<file path="src/sv/cdsc_pkg.sv">
`timescale 1ns / 1ps
`default_nettype none

package cdsc_pkg;

    localparam int unsigned DUTY_W    = 8;
    localparam int unsigned VOLT_W    = 13;
    localparam int unsigned TEMP_W    = 16;
    localparam int unsigned CFG_W     = 16;
    localparam int unsigned CFG_IDX_W = 3;

    // configuration register indexes
    localparam logic [CFG_IDX_W-1:0] REG_MIN_DUTY      = 3'd0;
    localparam logic [CFG_IDX_W-1:0] REG_MAX_DUTY      = 3'd1;
    localparam logic [CFG_IDX_W-1:0] REG_HIGH_DUTY     = 3'd2;
    localparam logic [CFG_IDX_W-1:0] REG_EVAL_INTERVAL = 3'd3;
    localparam logic [CFG_IDX_W-1:0] REG_SETTLE        = 3'd4;
    localparam logic [CFG_IDX_W-1:0] REG_MONITOR       = 3'd5;
    localparam logic [CFG_IDX_W-1:0] REG_TEMP_LIMIT    = 3'd6;
    localparam logic [CFG_IDX_W-1:0] REG_SEARCH_STEPS  = 3'd7;

    // result status codes
    localparam logic [2:0] ST_IDLE       = 3'd0;
    localparam logic [2:0] ST_CHARGING   = 3'd1;
    localparam logic [2:0] ST_OVER_TEMP  = 3'd2;
    localparam logic [2:0] ST_NO_HISTORY = 3'd3;
    localparam logic [2:0] ST_IGNORED    = 3'd4;

    // sample request codes
    localparam logic [1:0] REQ_NONE     = 2'd0;
    localparam logic [1:0] REQ_UNLOADED = 2'd1;
    localparam logic [1:0] REQ_LOADED   = 2'd2;
    localparam logic [1:0] REQ_TEMP     = 2'd3;

    typedef struct packed {
        logic [7:0]  min_duty;
        logic [7:0]  max_duty;
        logic [7:0]  high_duty;
        logic [15:0] eval_interval_ms;
        logic [11:0] settle_ms;
        logic [15:0] monitor_period_ms;
        logic [14:0] temp_limit_mc;
        logic [3:0]  search_steps;
    } t_cfg;

    // packed low to high: duty_cycle, sample_request, status
    typedef struct packed {
        logic [2:0]        status;
        logic [1:0]        sample_request;
        logic [DUTY_W-1:0] duty_cycle;
    } t_result;

endpackage

`default_nettype wire

</file>
<file path="src/sv/cdsc_cfg_regs.sv">
`timescale 1ns / 1ps
`default_nettype none

module cdsc_cfg_regs (
    input  wire                            i_clk,
    input  wire                            i_rst_n,
    input  wire                            i_cfg_wr_en,
    input  wire  [cdsc_pkg::CFG_IDX_W-1:0] i_cfg_addr,
    input  wire  [cdsc_pkg::CFG_W-1:0]     i_cfg_wdata,
    output cdsc_pkg::t_cfg                 o_cfg
);

    cdsc_pkg::t_cfg r_cfg;

    always_ff @(posedge i_clk) begin
        if (!i_rst_n) begin
            r_cfg.min_duty          <= 8'd50;
            r_cfg.max_duty          <= 8'd255;
            r_cfg.high_duty         <= 8'd227;
            r_cfg.eval_interval_ms  <= 16'd5000;
            r_cfg.settle_ms         <= 12'd200;
            r_cfg.monitor_period_ms <= 16'd1000;
            r_cfg.temp_limit_mc     <= 15'd800;
            r_cfg.search_steps      <= 4'd10;
        end else if (i_cfg_wr_en) begin
            unique case (i_cfg_addr)
                cdsc_pkg::REG_MIN_DUTY:      r_cfg.min_duty          <= i_cfg_wdata[7:0];
                cdsc_pkg::REG_MAX_DUTY:      r_cfg.max_duty          <= i_cfg_wdata[7:0];
                cdsc_pkg::REG_HIGH_DUTY:     r_cfg.high_duty         <= i_cfg_wdata[7:0];
                cdsc_pkg::REG_EVAL_INTERVAL: r_cfg.eval_interval_ms  <= i_cfg_wdata[15:0];
                cdsc_pkg::REG_SETTLE:        r_cfg.settle_ms         <= i_cfg_wdata[11:0];
                cdsc_pkg::REG_MONITOR:       r_cfg.monitor_period_ms <= i_cfg_wdata[15:0];
                cdsc_pkg::REG_TEMP_LIMIT:    r_cfg.temp_limit_mc     <= i_cfg_wdata[14:0];
                cdsc_pkg::REG_SEARCH_STEPS:  r_cfg.search_steps      <= i_cfg_wdata[3:0];
                default: ;
            endcase
        end
    end

    assign o_cfg = r_cfg;

endmodule

`default_nettype wire

</file>
<file path="src/sv/cdsc_core.sv">
`timescale 1ns / 1ps
`default_nettype none

module cdsc_core (
    input  wire                                 i_clk,
    input  wire                                 i_rst_n,
    input  wire                                 i_accept,
    input  wire         [1:0]                   i_command,
    input  wire                                 i_history_ok,
    input  wire         [cdsc_pkg::VOLT_W-1:0]  i_voltage_mv,
    input  wire  signed [cdsc_pkg::TEMP_W-1:0]  i_temp_diff_mc,
    input  wire  cdsc_pkg::t_cfg                i_cfg,
    output cdsc_pkg::t_result                   o_result
);

    localparam logic [1:0] CMD_START  = 2'd0;
    localparam logic [1:0] CMD_SAMPLE = 2'd1;
    localparam logic [1:0] CMD_TICK   = 2'd2;
    localparam logic [1:0] CMD_NONE   = 2'd3;

    typedef enum logic [9:0] {
        PH_IDLE             = 10'b00_0000_0001,
        PH_REF_WAIT         = 10'b00_0000_0010,
        PH_REF_SAMPLE       = 10'b00_0000_0100,
        PH_EVAL_UNLOADED    = 10'b00_0000_1000,
        PH_EVAL_HIGH_WAIT   = 10'b00_0001_0000,
        PH_EVAL_HIGH_SAMPLE = 10'b00_0010_0000,
        PH_PROBE_WAIT       = 10'b00_0100_0000,
        PH_PROBE_SAMPLE     = 10'b00_1000_0000,
        PH_MON_SAMPLE       = 10'b01_0000_0000,
        PH_MON_WAIT         = 10'b10_0000_0000
    } t_phase;

    // midpoint, halving toward zero
    function automatic logic signed [9:0] mid_of(input logic signed [9:0] lo,
                                                 input logic signed [9:0] hi);
        logic signed [10:0] span;
        logic signed [10:0] half;
        logic signed [10:0] sum;
        begin
            span = {hi[9], hi} - {lo[9], lo};
            half = (span + {10'd0, span[10]}) >>> 1;
            sum  = {lo[9], lo} + half;
            mid_of = sum[9:0];
        end
    endfunction

    function automatic logic [7:0] sat_duty(input logic signed [9:0] v);
        begin
            if (v[9])
                sat_duty = 8'd0;
            else if (v[8])
                sat_duty = 8'd255;
            else
                sat_duty = v[7:0];
        end
    endfunction

    t_phase             r_phase,       n_phase;
    logic [12:0]        r_target,      n_target;
    logic [12:0]        r_unloaded,    n_unloaded;
    logic signed [9:0]  r_low,         n_low;
    logic signed [9:0]  r_high,        n_high;
    logic [7:0]         r_best_duty,   n_best_duty;
    logic [12:0]        r_best_err,    n_best_err;
    logic [3:0]         r_probe_cnt,   n_probe_cnt;
    logic [15:0]        r_wait_cnt,    n_wait_cnt;
    logic [15:0]        r_since_eval,  n_since_eval;
    logic [7:0]         r_drive,       n_drive;

    logic [15:0]        settle_len;
    logic [15:0]        ref_len;
    logic [13:0]        mean_sum;
    logic signed [9:0]  mid_cur;
    logic signed [9:0]  mid_next;
    logic signed [13:0] diff;
    logic [12:0]        err;
    logic               over_temp;
    logic [2:0]         status;
    logic               status_set;
    logic [1:0]         req;

    assign settle_len = {4'd0, i_cfg.settle_ms};
    assign ref_len    = (settle_len << 2) + settle_len;
    assign mean_sum   = {1'b0, r_unloaded} + {1'b0, i_voltage_mv};
    assign mid_cur    = mid_of(r_low, r_high);
    assign mid_next   = mid_of(n_low, n_high);
    assign diff       = $signed({1'b0, i_voltage_mv}) - $signed({1'b0, r_target});
    assign err        = diff[13] ? 13'(-diff) : diff[12:0];
    assign over_temp  = $signed({i_temp_diff_mc[15], i_temp_diff_mc})
                        > $signed({2'b00, i_cfg.temp_limit_mc});

    always_comb begin
        n_phase      = r_phase;
        n_target     = r_target;
        n_unloaded   = r_unloaded;
        n_low        = r_low;
        n_high       = r_high;
        n_best_duty  = r_best_duty;
        n_best_err   = r_best_err;
        n_probe_cnt  = r_probe_cnt;
        n_wait_cnt   = r_wait_cnt;
        n_since_eval = r_since_eval;
        n_drive      = r_drive;
        status       = cdsc_pkg::ST_IDLE;
        status_set   = 1'b0;

        unique case (i_command)
            CMD_START: begin
                status_set = 1'b1;
                if (r_phase != PH_IDLE) begin
                    status = cdsc_pkg::ST_IGNORED;
                end else if (!i_history_ok) begin
                    n_drive = 8'd0;
                    status  = cdsc_pkg::ST_NO_HISTORY;
                end else begin
                    n_unloaded = i_voltage_mv;
                    n_drive    = i_cfg.high_duty;
                    n_phase    = PH_REF_WAIT;
                    n_wait_cnt = ref_len;
                    status     = cdsc_pkg::ST_CHARGING;
                end
            end
            CMD_TICK: begin
                if (r_since_eval != 16'hFFFF)
                    n_since_eval = r_since_eval + 16'd1;
                if (r_phase == PH_REF_WAIT || r_phase == PH_EVAL_HIGH_WAIT ||
                    r_phase == PH_PROBE_WAIT || r_phase == PH_MON_WAIT) begin
                    if (r_wait_cnt <= 16'd1) begin
                        n_wait_cnt = 16'd0;
                        priority if (r_phase == PH_REF_WAIT)
                            n_phase = PH_REF_SAMPLE;
                        else if (r_phase == PH_EVAL_HIGH_WAIT)
                            n_phase = PH_EVAL_HIGH_SAMPLE;
                        else if (r_phase == PH_PROBE_WAIT)
                            n_phase = PH_PROBE_SAMPLE;
                        else if (n_since_eval >= i_cfg.eval_interval_ms)
                            n_phase = PH_EVAL_UNLOADED;
                        else
                            n_phase = PH_MON_SAMPLE;
                    end else begin
                        n_wait_cnt = r_wait_cnt - 16'd1;
                    end
                end
            end
            CMD_SAMPLE: begin
                unique case (r_phase)
                    PH_REF_SAMPLE: begin
                        n_target = mean_sum[13:1];
                        n_phase  = PH_EVAL_UNLOADED;
                    end
                    PH_EVAL_UNLOADED: begin
                        n_unloaded = i_voltage_mv;
                        n_drive    = i_cfg.high_duty;
                        n_phase    = PH_EVAL_HIGH_WAIT;
                        n_wait_cnt = ref_len;
                    end
                    PH_EVAL_HIGH_SAMPLE: begin
                        n_target    = mean_sum[13:1];
                        n_low       = $signed({2'b00, i_cfg.min_duty});
                        n_high      = $signed({2'b00, i_cfg.max_duty});
                        n_best_err  = 13'h1FFF;
                        n_best_duty = 8'd0;
                        n_probe_cnt = 4'd0;
                        n_drive     = sat_duty(mid_next);
                        n_phase     = PH_PROBE_WAIT;
                        n_wait_cnt  = settle_len;
                    end
                    PH_PROBE_SAMPLE: begin
                        if (r_probe_cnt == 4'd0 || err < r_best_err) begin
                            n_best_err  = err;
                            n_best_duty = sat_duty(mid_cur);
                        end
                        if (!diff[13] && diff != 14'sd0)
                            n_low = mid_cur + 10'sd1;
                        else
                            n_high = mid_cur - 10'sd1;
                        n_probe_cnt = r_probe_cnt + 4'd1;
                        if (n_probe_cnt >= i_cfg.search_steps || n_probe_cnt == 4'd0) begin
                            n_drive      = n_best_duty;
                            n_since_eval = 16'd0;
                            n_phase      = PH_MON_SAMPLE;
                        end else begin
                            n_drive    = sat_duty(mid_next);
                            n_phase    = PH_PROBE_WAIT;
                            n_wait_cnt = settle_len;
                        end
                    end
                    PH_MON_SAMPLE: begin
                        if (over_temp) begin
                            n_drive    = 8'd0;
                            n_phase    = PH_IDLE;
                            status     = cdsc_pkg::ST_OVER_TEMP;
                            status_set = 1'b1;
                        end else begin
                            n_phase    = PH_MON_WAIT;
                            n_wait_cnt = i_cfg.monitor_period_ms;
                        end
                    end
                    default: ;
                endcase
            end
            CMD_NONE: ;
            default: ;
        endcase

        if (!status_set)
            status = (n_phase != PH_IDLE) ? cdsc_pkg::ST_CHARGING : cdsc_pkg::ST_IDLE;

        unique case (n_phase)
            PH_EVAL_UNLOADED:    req = cdsc_pkg::REQ_UNLOADED;
            PH_REF_SAMPLE,
            PH_EVAL_HIGH_SAMPLE,
            PH_PROBE_SAMPLE:     req = cdsc_pkg::REQ_LOADED;
            PH_MON_SAMPLE:       req = cdsc_pkg::REQ_TEMP;
            default:             req = cdsc_pkg::REQ_NONE;
        endcase
    end

    always_ff @(posedge i_clk) begin
        if (!i_rst_n) begin
            r_phase      <= PH_IDLE;
            r_target     <= '0;
            r_unloaded   <= '0;
            r_low        <= '0;
            r_high       <= '0;
            r_best_duty  <= '0;
            r_best_err   <= 13'h1FFF;
            r_probe_cnt  <= '0;
            r_wait_cnt   <= '0;
            r_since_eval <= '0;
            r_drive      <= '0;
        end else if (i_accept) begin
            r_phase      <= n_phase;
            r_target     <= n_target;
            r_unloaded   <= n_unloaded;
            r_low        <= n_low;
            r_high       <= n_high;
            r_best_duty  <= n_best_duty;
            r_best_err   <= n_best_err;
            r_probe_cnt  <= n_probe_cnt;
            r_wait_cnt   <= n_wait_cnt;
            r_since_eval <= n_since_eval;
            r_drive      <= n_drive;
        end
    end

    assign o_result.duty_cycle     = n_drive;
    assign o_result.sample_request = req;
    assign o_result.status         = status;

endmodule

`default_nettype wire

</file>
<file path="src/sv/charge_duty_search_controller_top.sv">
`timescale 1ns / 1ps
`default_nettype none
// Charge duty search controller.
// Slave stream carries commands (tuser: start, sample, 1 ms tick) with the
// history flag, voltage and temperature in tdata. Every transaction gives
// exactly one result transaction on the master stream: driven duty, the
// sample currently awaited and a status code.
// Configuration: write enable, 3-bit register index, 16-bit data; writes
// take effect at the clock edge and the user must make them only while the
// stream is idle; the block does not enforce this. Throughput: one
// transaction per cycle while results are taken, set by the single state
// update between the controller state registers and the output register.
// If the receiver stalls, the output register holds its result and tready
// drops only while that register is full and not being taken.
// Reset (synchronous, active low) returns registers to defaults, the
// sequencer to idle with zero duty, and empties the output register.

module charge_duty_search_controller_top (
    input  wire         i_clk,
    input  wire         i_rst_n,
    input  wire         i_s_axis_tvalid,
    output logic        o_s_axis_tready,
    input  wire  [31:0] i_s_axis_tdata,   // history_ok, voltage_mv, temp_diff_mc
    input  wire  [1:0]  i_s_axis_tuser,   // command
    output logic        o_m_axis_tvalid,
    input  wire         i_m_axis_tready,
    output logic [15:0] o_m_axis_tdata,   // duty_cycle, sample_request, status
    input  wire         i_cfg_wr_en,
    input  wire  [2:0]  i_cfg_addr,
    input  wire  [15:0] i_cfg_wdata
);

    cdsc_pkg::t_cfg    cfg;
    cdsc_pkg::t_result result;
    cdsc_pkg::t_result r_out;
    logic              r_out_valid;
    logic              accept;

    assign o_s_axis_tready = !r_out_valid || i_m_axis_tready;
    assign accept          = i_s_axis_tvalid && o_s_axis_tready;

    cdsc_cfg_regs u_cfg (
        .i_clk       (i_clk),
        .i_rst_n     (i_rst_n),
        .i_cfg_wr_en (i_cfg_wr_en),
        .i_cfg_addr  (i_cfg_addr),
        .i_cfg_wdata (i_cfg_wdata),
        .o_cfg       (cfg)
    );

    cdsc_core u_core (
        .i_clk          (i_clk),
        .i_rst_n        (i_rst_n),
        .i_accept       (accept),
        .i_command      (i_s_axis_tuser),
        .i_history_ok   (i_s_axis_tdata[0]),
        .i_voltage_mv   (i_s_axis_tdata[13:1]),
        .i_temp_diff_mc ($signed(i_s_axis_tdata[29:14])),
        .i_cfg          (cfg),
        .o_result       (result)
    );

    always_ff @(posedge i_clk) begin
        if (!i_rst_n) begin
            r_out_valid <= 1'b0;
        end else if (accept) begin
            r_out_valid <= 1'b1;
        end else if (i_m_axis_tready) begin
            r_out_valid <= 1'b0;
        end
    end

    always_ff @(posedge i_clk) begin
        if (accept) begin
            r_out <= result;
        end
    end

    assign o_m_axis_tvalid = r_out_valid;
    assign o_m_axis_tdata  = {3'b000, r_out};

    a_reset_empties: assert property (@(posedge i_clk)
        !i_rst_n |=> !o_m_axis_tvalid)
        else $error("output valid after reset");

    a_no_overwrite: assert property (@(posedge i_clk) disable iff (!i_rst_n)
        o_m_axis_tvalid && !i_m_axis_tready |-> !accept)
        else $error("input taken while result stalled");

    a_over_temp_off: assert property (@(posedge i_clk) disable iff (!i_rst_n)
        o_m_axis_tvalid && r_out.status == cdsc_pkg::ST_OVER_TEMP
        |-> r_out.duty_cycle == 8'd0 && r_out.sample_request == cdsc_pkg::REQ_NONE)
        else $error("over-temperature stop still driving");

    a_no_history_off: assert property (@(posedge i_clk) disable iff (!i_rst_n)
        o_m_axis_tvalid && r_out.status == cdsc_pkg::ST_NO_HISTORY
        |-> r_out.duty_cycle == 8'd0 && r_out.sample_request == cdsc_pkg::REQ_NONE)
        else $error("no-history start left duty or request active");

endmodule

`default_nettype wire
</file>
<file path="config.mk">
export PLATFORM = sky130hd
export DESIGN_NAME = charge_duty_search_controller_top
export DESIGN_NICKNAME = d
export VERILOG_FILES = /design/src/sv/cdsc_pkg.sv /design/src/sv/cdsc_cfg_regs.sv /design/src/sv/cdsc_core.sv /design/src/sv/charge_duty_search_controller_top.sv
export SDC_FILE = /design/constraint.sdc
export NUM_CORES = 1
export LEC_CHECK = 0
export ABC_AREA = 0
export BUFFER_PORTS_ARGS = -buffer_cell sky130_fd_sc_hd__buf_2
export CAP_MARGIN = 10
export CORE_ASPECT_RATIO = 2
export CORE_MARGIN = 2
export CORE_UTILIZATION = 62
export CTS_CLUSTER_SIZE = 20
export DETAILED_ROUTE_END_ITERATION = 8
export GPL_TIMING_DRIVEN = 0
export PLACE_DENSITY_LB_ADDON = 0.2
export SLEW_MARGIN = 20
export SYNTH_ARGS = -nofsm -noshare
export SYNTH_HDL_FRONTEND = slang
export SYNTH_SLANG_ARGS = --single-unit
</file>
<file path="constraint.sdc">
create_clock -name i_clk -period 11.9 [get_ports i_clk]
set_clock_uncertainty 0.2 [all_clocks]
set_input_delay 0.595 -clock i_clk [delete_from_list [all_inputs] [get_ports i_clk]]
set_output_delay 0.595 -clock i_clk [all_outputs]
set_load 0.05 [all_outputs]
</file>
==> flow_summary_export.csv <==
group,metric,value,unit
critical_path,start_kind,"register",
clock_tree,clock_latency,0.54,ns
clock_tree,cts_hold_buffers,0,
finish,syn2layout_area_growth,9.46,%
global_route,grt_pass1_wl,84500,um
critical_path,cpPeakStageDelay,0.64,ns
timing,max_slew.worst_pin.slew,1.17,ns
power_and_ir_drop,power_density,116,nW/um2
clock_tree,cts.sinks,222,
min_path,min_path_type,"in2reg",
power_and_ir_drop,intPower,1.39,mW
critical_path,path_delay_family,"compound AO/OA/AOI/OAI gates",
global_route,track_usage,39.5,%
finish,fillCellCount,2287,
critical_path,required,11.97,ns
critical_path,slowest_stage,"xnor2_1",
yosys,netlist-cell-type-count,83,
critical_path,crit_arrival,11.37,ns
clock_tree,clock-root-buffer,"clkbuf_16",
finish,finish.utilization,68.7,%
yosys,yosys-top-cells-area,"dfxtp_1, ha_1, nand2_1, xnor2_1, a21boi_0",
clock_tree,cts_tree,"yes",
yosys,synth.most_common_cell,"nand2_1",
timing,min_period_over_period,95.0,%
yosys,synth_cells,2096,
floorplanning,die-area,27300,um2
detailed_routing,ant_nets,0,
power_and_ir_drop,max-vdd-ir-drop,0.140,mV
floorplanning,die_w,118,um
power_and_ir_drop,leakage,7.41,nW
timing,finalCriticalPeriod,11.30,ns
clock_tree,cts_setup_buffers,0,
yosys,ys.flop_type,"dfxtp_1",
critical_path,worstSetupPathType,"reg2reg",
power_and_ir_drop,seq_power_share,38.7,%
yosys,synth_commonest_cells,"nand2_1, dfxtp_1, nor2_1, ha_1, inv_1",
detailed_routing,drt_pre_antenna_iters,6,
place,gp_congestion,1.06,
yosys,synth_top_area_share,26.0,%
run_status,status,"completed",
detailed_routing,drt_wl_total,55100,um
detailed_routing,drt_iter0_drc,1131,
detailed_routing,drcViolationCount,0,
yosys,ys_ff_latch,222,
power_and_ir_drop,clockPowerShare,37.4,%
finish,nets,2387,
critical_path,cpMostUsedCell,"ha_1",
global_route,overflow,0,
power_and_ir_drop,power_frac_comb,23.8,%
detailed_routing,vias,16100,
yosys,synth_edf_count,13,
timing,fmaxAchievable,88.5,MHz
floorplanning,initial_core_util,62.7,%
yosys,syn_area,16100,um2
power_and_ir_drop,netSwitchingFraction,32.1,%
critical_path,cp-end-kind,"register",
run,drv_cap,0,
yosys,synth_top_cell_by_area,"dfxtp_1",
floorplanning,die_height,232,um
clock_tree,cts_buffers,22,
yosys,synth-warning-count,0,
global_route,antenna_found_initial,0,
detailed_routing,routedWlPerCell,21.7,um
timing,setup_viol,0,
power_and_ir_drop,p_switching,0.655,mW
timing,slew_headroom,21.4,%
yosys,ys_async_sr_fraction,0,%
critical_path,cp_max_fo,7,
clock_tree,max-clock-path-buffers,3,
floorplanning,fp-row-count,83,
clock_tree,h-tree-depth,1,
global_route,grt_pass1_vias,16100,
finish,final_layout_size_suffix_gt1_share,6.32,%
yosys,synth.avg_cell_area,7.68,um2
timing,drv_slew,0,
clock_tree,cts_resized,0,
place,io_buffers,64,
floorplanning,coreArea,25700,um2
place,hpwl,42600,um
detailed_routing,avgViaCountPerCell,6.33,
global_route,grt_start_max_net_pins,23,
min_path,holdPathStages,3,
critical_path,reg2reg_depth,45,
critical_path,cp.depth,45,
yosys,synth_seq_area_share,28.4,%
finish,n_antenna_cell,0,
floorplanning,io_pins,76,
timing,setup-tns-final,0,ns
critical_path,worst-path-buf-inv,3,
timing,final_hold_viol_count,0,
timing,rsz0062_at_grt,"no",
clock_tree,path_clk_slew,0.07,ns
==> final timing paths <==
kind	startpoint	to	slack [ns]
worst max-delay path	u_core.r_high[0]	o_m_axis_tdata[4]	0.60
worst min-delay path	i_s_axis_tvalid	o_m_axis_tvalid	0.13
worst max register to register	u_core.r_high[0]	o_m_axis_tdata[4]	0.60
worst min register to register	u_cfg.o_cfg[11]	u_cfg.o_cfg[11]	0.27
==> power by group through the flow <==
stage          sequential, mW  combinational [mW]  clock, mW
3_5_place_dp            0.807               0.469          0
3_3_place_gp            0.806               0.460          0
2_1_floorplan           0.815               0.325          0
5_1_grt                 0.793               0.525      0.789
4_1_cts                 0.790               0.473      0.765
6_report                0.791               0.487      0.764
==> metrics by stage <==
| stage | hold slack (ns) | total power [mW] | area, um2 | cells | setup WS [ns] |
|---|---|---|---|---|---|
| after floorplan | 0.238 | 1.14 | 16100 | 2098 | 2.95 |
| after global placement | 0.248 | 1.27 | 16800 | 2502 | 1.03 |
| after detailed placement | 0.259 | 1.28 | 16900 | 2502 | 0.675 |
| after CTS | 0.121 | 2.03 | 17600 | 2541 | 0.816 |
| after global routing | 0.143 | 2.11 | 17600 | 2541 | 0.0231 |
| final | 0.128 | 2.04 | 17600 | 2541 | 0.599 |
==> registers in the layout, indices dropped and copies added (netlist names), 4 cells and up <==
name                 flops
o_m_axis_tdata          13
u_core.r_since_eval     16
u_core.r_best_duty       8
u_core.r_phase          10
u_core.r_unloaded       13
u_core.r_drive           8
u_core.r_wait_cnt       16
u_core.r_target         13
u_core.r_best_err       13
u_core.r_low            10
u_core.r_high           10
u_core.r_probe_cnt       4
u_cfg.o_cfg             87
==> cells by family (layout without fill, tap and decap cells) <==
kind of cell,Yosys count,count (layout),synth area share [%]
buffers and inverters,224,327,5.32
AOI/OAI and AO/OA,571,571,24.1
other,1,3,0.0233
muxes,13,13,0.847
adders and majority gates,143,143,11.4
xor gates and xnor gates,119,119,6.56
and+or+nand+nor,803,803,23.3
DFF,222,222,28.4
==> metal layers <==
| metal | GRT usage, % | vias up | share of wire, % |
|---|---|---|---|
| li1 | - | 7555 | - |
| met1 | 35.2 | 7491 | 32 |
| met5 | 0 | - | 0 |
| met4 | 40.5 | 0 | 12 |
| met3 | 7.12 | 343 | 6.1 |
| met2 | 72.0 | 702 | 50 |
==> cell usage in the layout (no fill, tap or decap), types with 40 or more instances in the layout <==
cell,netlist,final
xnor2_1,78,78
buf_2,3,67
a21boi_0,80,80
a22oi_1,41,41
nand3_1,66,66
o21ai_0,105,105
a21oi_1,119,119
ha_1,136,136
nand2_1,350,350
nor2_1,140,140
inv_1,120,120
dfxtp_1,209,209
clkbuf_1,92,94
nor2b_1,58,58
xor2_1,40,40
==> layout make-up <==
cell class | instances | area [um2] | area share, %
multi-input cells | 1652 | 10700 | 60.6
well taps | 340 | 425 | 2.41
plain buffers | 103 | 403 | 2.29
clock buffers | 26 | 587 | 3.33
clock inverters | 13 | 173 | 0.980
repair buffers | 64 | 320 | 1.82
flip-flops and latches | 222 | 4570 | 26.0
inverters | 121 | 454 | 2.58
==> worst register-to-register path, delay by kind of cell (launching register included) <==
| kind | cells | cell delay, ns |
|---|---|---|
| flip-flops | 1 | 0.32 |
| adder cells (fa/ha/maj) | 7 | 1.99 |
| AO/OA/AOI/OAI | 17 | 3.74 |
| AND/OR/NAND/NOR | 12 | 2.85 |
| XOR/XNOR | 6 | 1.67 |
| buffers and inverters | 3 | 0.25 |
Note: power is estimated with default switching activity, not from simulation.
